===== src/rtl/cpra_pkg.sv =====
// ============================================================================
// cpra_pkg: shared types, constants and helpers of the page run allocator
// bitmap word layout, status codes and bit search functions
// ============================================================================
`default_nettype none

package cpra_pkg;

    localparam int WORD_BITS         = 64;
    localparam int WORD_LSB          = 6;
    localparam int ENTRIES_PER_TABLE = 1024;
    localparam int TABLE_LSB         = 10;
    localparam int WORDS_PER_TABLE   = ENTRIES_PER_TABLE / WORD_BITS;
    localparam int TOP_TABLE_LIMIT   = 1022;
    localparam int ADDR_BITS         = 32;
    localparam int PAGE_OFS_BITS     = 12;
    localparam int PAGE_BITS         = ADDR_BITS - PAGE_OFS_BITS;
    localparam int COUNT_BITS        = 15;
    localparam int POS_BITS          = WORD_LSB + 1;

    localparam logic OP_ALLOC = 1'b0;
    localparam logic OP_FREE  = 1'b1;

    typedef logic [WORD_BITS-1:0] t_word;

    typedef enum logic [1:0] {
        ST_OK         = 2'd0,
        ST_NO_SPACE   = 2'd1,
        ST_MISALIGNED = 2'd2,
        ST_OUTSIDE    = 2'd3
    } t_status;

    // one clear stretch followed by one set stretch, starting at a bit position
    typedef struct packed {
        logic [POS_BITS-1:0] len;       // clear bits from the start position
        logic                set_hit;   // a set bit ends the clear stretch
        logic                clr_hit;   // a clear bit follows that set stretch
        logic [WORD_LSB-1:0] next_pos;  // position of that clear bit
    } t_seg;

    // index of the lowest set bit, WORD_BITS if none
    function automatic logic [POS_BITS-1:0] lowest_set(input t_word v);
        logic [POS_BITS-1:0] idx;
        idx = POS_BITS'(WORD_BITS);
        for (int i = WORD_BITS - 1; i >= 0; i--) begin
            if (v[i]) begin
                idx = POS_BITS'(i);
            end
        end
        return idx;
    endfunction

    // ones from bit lo up to bit hi
    function automatic t_word range_mask(input logic [WORD_LSB-1:0] lo,
                                         input logic [WORD_LSB-1:0] hi);
        t_word ones;
        ones = '1;
        return (ones << lo) & (ones >> (WORD_LSB'(WORD_BITS - 1) - hi));
    endfunction

endpackage

`default_nettype wire


===== src/rtl/cpra_seg.sv =====
// ============================================================================
// cpra_seg: run segment finder for one bitmap word
// measures the clear stretch at a position and finds the next clear bit
// ============================================================================
`default_nettype none

module cpra_seg (
    input  wire cpra_pkg::t_word              i_word,
    input  wire logic [cpra_pkg::WORD_LSB-1:0] i_pos,
    output cpra_pkg::t_seg                    o_seg
);

    import cpra_pkg::*;

    t_word               ones;
    t_word               set_vec;
    t_word               clr_vec;
    logic [POS_BITS-1:0] set_idx;
    logic [POS_BITS-1:0] clr_idx;

    assign ones    = '1;
    assign set_vec = i_word & (ones << i_pos);
    assign set_idx = lowest_set(set_vec);
    // no set bit left means no clear bit after it either
    assign clr_vec = set_idx[WORD_LSB] ? '0 : (~i_word & (ones << set_idx[WORD_LSB-1:0]));
    assign clr_idx = lowest_set(clr_vec);

    always_comb begin
        o_seg.len      = set_idx - {1'b0, i_pos};
        o_seg.set_hit  = ~set_idx[WORD_LSB];
        o_seg.clr_hit  = ~clr_idx[WORD_LSB];
        o_seg.next_pos = clr_idx[WORD_LSB-1:0];
    end

endmodule

`default_nettype wire

===== config.mk =====
export PLATFORM = sky130hd
export DESIGN_NAME = cpra_seg
export DESIGN_NICKNAME = d
export VERILOG_FILES = /design/src/rtl/cpra_pkg.sv /design/src/rtl/cpra_seg.sv
export SDC_FILE = /design/constraint.sdc
export NUM_CORES = 1
export LEC_CHECK = 0
export BUFFER_PORTS_ARGS = -buffer_cell sky130_fd_sc_hd__buf_2
export CAP_MARGIN = 20
export CORE_MARGIN = 2
export CORE_UTILIZATION = 60
export DETAILED_ROUTE_END_ITERATION = 7
export GPL_ROUTABILITY_DRIVEN = 0
export MAX_ROUTING_LAYER = met4
export PLACE_DENSITY = 0.85
export SYNTH_ARGS = -nofsm -noshare
export SYNTH_HDL_FRONTEND = slang
export SYNTH_SLANG_ARGS = --single-unit
export TNS_END_PERCENT = 100

===== constraint.sdc =====
create_clock -name vclk -period 6.2
set_input_delay 0.93 -clock vclk [all_inputs]
set_output_delay 0.93 -clock vclk [all_outputs]
set_load 0.05 [all_outputs]

==> results.py <==
metrics = {
    "run_status": {
        "status": "finished, violations left",
        "violations": "DRC, setup timing",
    },
    "die": {
        "core-area_um2": 7610,
        "fp.dieW_um": 92.1,
        "die_y_um": 92.1,
        "die_area_um2": 8480,
        "rows": 32,
        "io_pins": 85,
        "start_util_pct": 61.2,
    },
    "drt": {
        "viasPerCell": 8.22,
        "drtIter0Drc": 1697,
        "wl_per_cell_um": 24.5,
        "drt-pass1-iter-count": 8,
        "wl_met2_um": 8550,
        "totalWireLength_um": 22000,
        "vias": 7382,
        "postRouteAntennaNets": 0,
        "highest_layer": "met4",
        "wl_met1_um": 6940,
        "wl_met3_um": 3990,
        "post-route-drc-count": 148,
    },
    "final_layout": {
        "multi_input_area_um2": 4310,
        "nClkBuffers": 0,
        "syn2layout_area_growth_pct": 17.2,
        "utilization_pct": 71.7,
        "regArea_um2": 0,
        "finalNetCount": 875,
        "design.seq.count": 0,
        "num_antenna_cells": 0,
        "fin_area_um2": 5450,
        "fill_cells": 611,
        "drive_gt1_share_pct": 27.3,
    },
    "timing": {
        "maxSlewHeadroom_pct": 53.7,
        "worst_pin_slew_ns": 0.691,
        "fin_crit_sh_pct": 101,
        "fmax_mhz": 159,
        "final_max_slew_viol_count": 0,
        "hold_viol_final": 0,
        "totalNegativeSetupSlack_ns": -0.150,
        "layout_setup_ws_ns": -0.0908,
        "layout_min_cycle_time_ns": 6.29,
        "setup_violations": 2,
    },
    "setup_path": {
        "crit_fanout": 26,
        "critPathSlowestCell": "o41ai_1",
        "path_class": "primary input to output port",
        "setup.worst_path.start": "i_pos[1]",
        "cp-start-kind": "primary input",
        "crit_family": "compound AO/OA/AOI/OAI gates",
        "max_stage_delay_ns": 0.46,
        "critPathBufInv": 5,
        "arrival_ns": 5.36,
        "critPathCaptureType": "output port",
        "worst_ep_required_time_ns": 5.27,
        "path_cells": "buf_2 -> buf_12 -> nor3_4 -> o21ai_0 -> a22o_1 -> a311o_1 -> o41ai_1 -> a22oi_2 -> buf_4 -> a21o_1 -> a311oi_1 -> o21bai_1 -> buf_4 -> nor4bb_1 -> a221oi_1 -> o21ai_1 -> buf_2",
    },
    "place": {
        "io_buffers": 85,
        "dpl.hpwl_um": 16400,
        "dpl_cell_area_um2": 5270,
    },
    "pwr": {
        "p_leak_uw": 0.00214,
        "power_density_nw_per_um2": 148,
        "vdd_ir_drop_max_mv": 0.117,
        "total_power_uw": 807,
    },
    "grt": {
        "antenna_found_initial": 0,
        "overflow": 0,
        "grt_max_degree": 31,
        "track_usage_pct": 51.3,
        "grt_pass1_wl_um": 34300,
        "grt_pass1_vias": 6587,
    },
    "yosys": {
        "ys_top_cells_by_count": "o21ai_0 (60), nor2_1 (56), a21oi_1 (49)",
        "avgSynthCellArea_um2": 6.62,
        "synth.most_common_cell": "o21ai_0",
        "synth_top_area_share_pct": 6.45,
        "ys_types": 105,
        "syn_nets": 780,
        "synth_area_leader_cell": "o21ai_0",
        "ys_seq_area_share_pct": 0,
        "syn_inst": 703,
        "ys_warn_count": 0,
        "synth_area_leaders": "o21ai_0 (6.5%), a21oi_1 (5.3%), nor2_1 (4.5%)",
        "synth_area_um2": 4650,
    },
    "min_path": {
        "min_from": "i_word[9]",
        "hp-class": "primary input to output port",
    },
    "run": {
        "cap_violations": 0,
    },
}
[cell usage in the layout, fill, tap and decap left out, types with 7 or more instances in the layout]
master     instances
buf_4             49
a21oi_1           49
nor3_1            16
or2_2              8
o21ai_1            7
o21a_1            15
o21ai_0           58
a31o_2             7
nand2_1           42
and3_1             7
a211oi_1          15
o211ai_1          20
o2111ai_1         11
nor2b_1           12
and2_1             7
o22ai_1            7
inv_1             31
o31ai_1            7
nor2_1            53
a221oi_1           7
nor4b_1            7
a211o_1            8
nand2b_1          14
a31oi_1           14
buf_2             81
nand3_1           26
nand4_1           11
or3_1              9
a21o_1             9
[final timing paths]
check	endpoint	slack, ns	cells after the start
setup / recovery	o_seg[0]	-0.09	17
hold / removal	o_seg[0]	2.50	5
[stage by stage]
stage	hold slack (ns)	worst slack, ns	instances
6_report	2.50	-0.0908	898
2_1_floorplan	2.15	0.118	703
3_5_place_dp	2.46	-0.0331	889
5_1_grt	2.49	-0.0570	898
3_3_place_gp	2.46	0.115	889
4_1_cts	2.47	0.0758	889
[kinds of logic (layout without fill, tap and decap cells)]
| logic type | count (synthesis) | count (layout) | synth area share, % |
|---|---|---|---|
| AOI/OAI and AO/OA | 339 | 339 | 54.4 |
| and+or+nand+nor | 271 | 271 | 33.1 |
| buffers and inverters | 80 | 173 | 9.30 |
| adders and majority gates | 8 | 8 | 2.26 |
| xor gates and xnor gates | 5 | 5 | 0.941 |
[where the power goes]
group,leakage (µW),internal (µW),switching [µW]
Clock,0,0,0
Sequential,0,0,0
Combinational,0.00214,263,544
[metal layers]
metal / track usage (%) / vias up
met1: 57.7 / 3146
met3: 22.8 / 355
met4: 33.7 / 0
met2: 73.2 / 877
met5: - / -
li1: - / 3004
[cell type report]
| cell class | instances | share of cell area, % |
|---|---|---|
| inverters | 36 | 2.68 |
| repair buffers | 137 | 15.9 |
| multi-input cells | 623 | 79.1 |
| well taps | 102 | 2.34 |
[what timing repair did]
action | CTS | global route
hold buffers | 0 | 0
gates resized for setup | 1 | 31
pin swaps | 0 | 5
setup buffers | 0 | 9
gates cloned | 0 | 0
setup endpoints to repair | 3 | 8
Power figures use the tool's default switching activity.
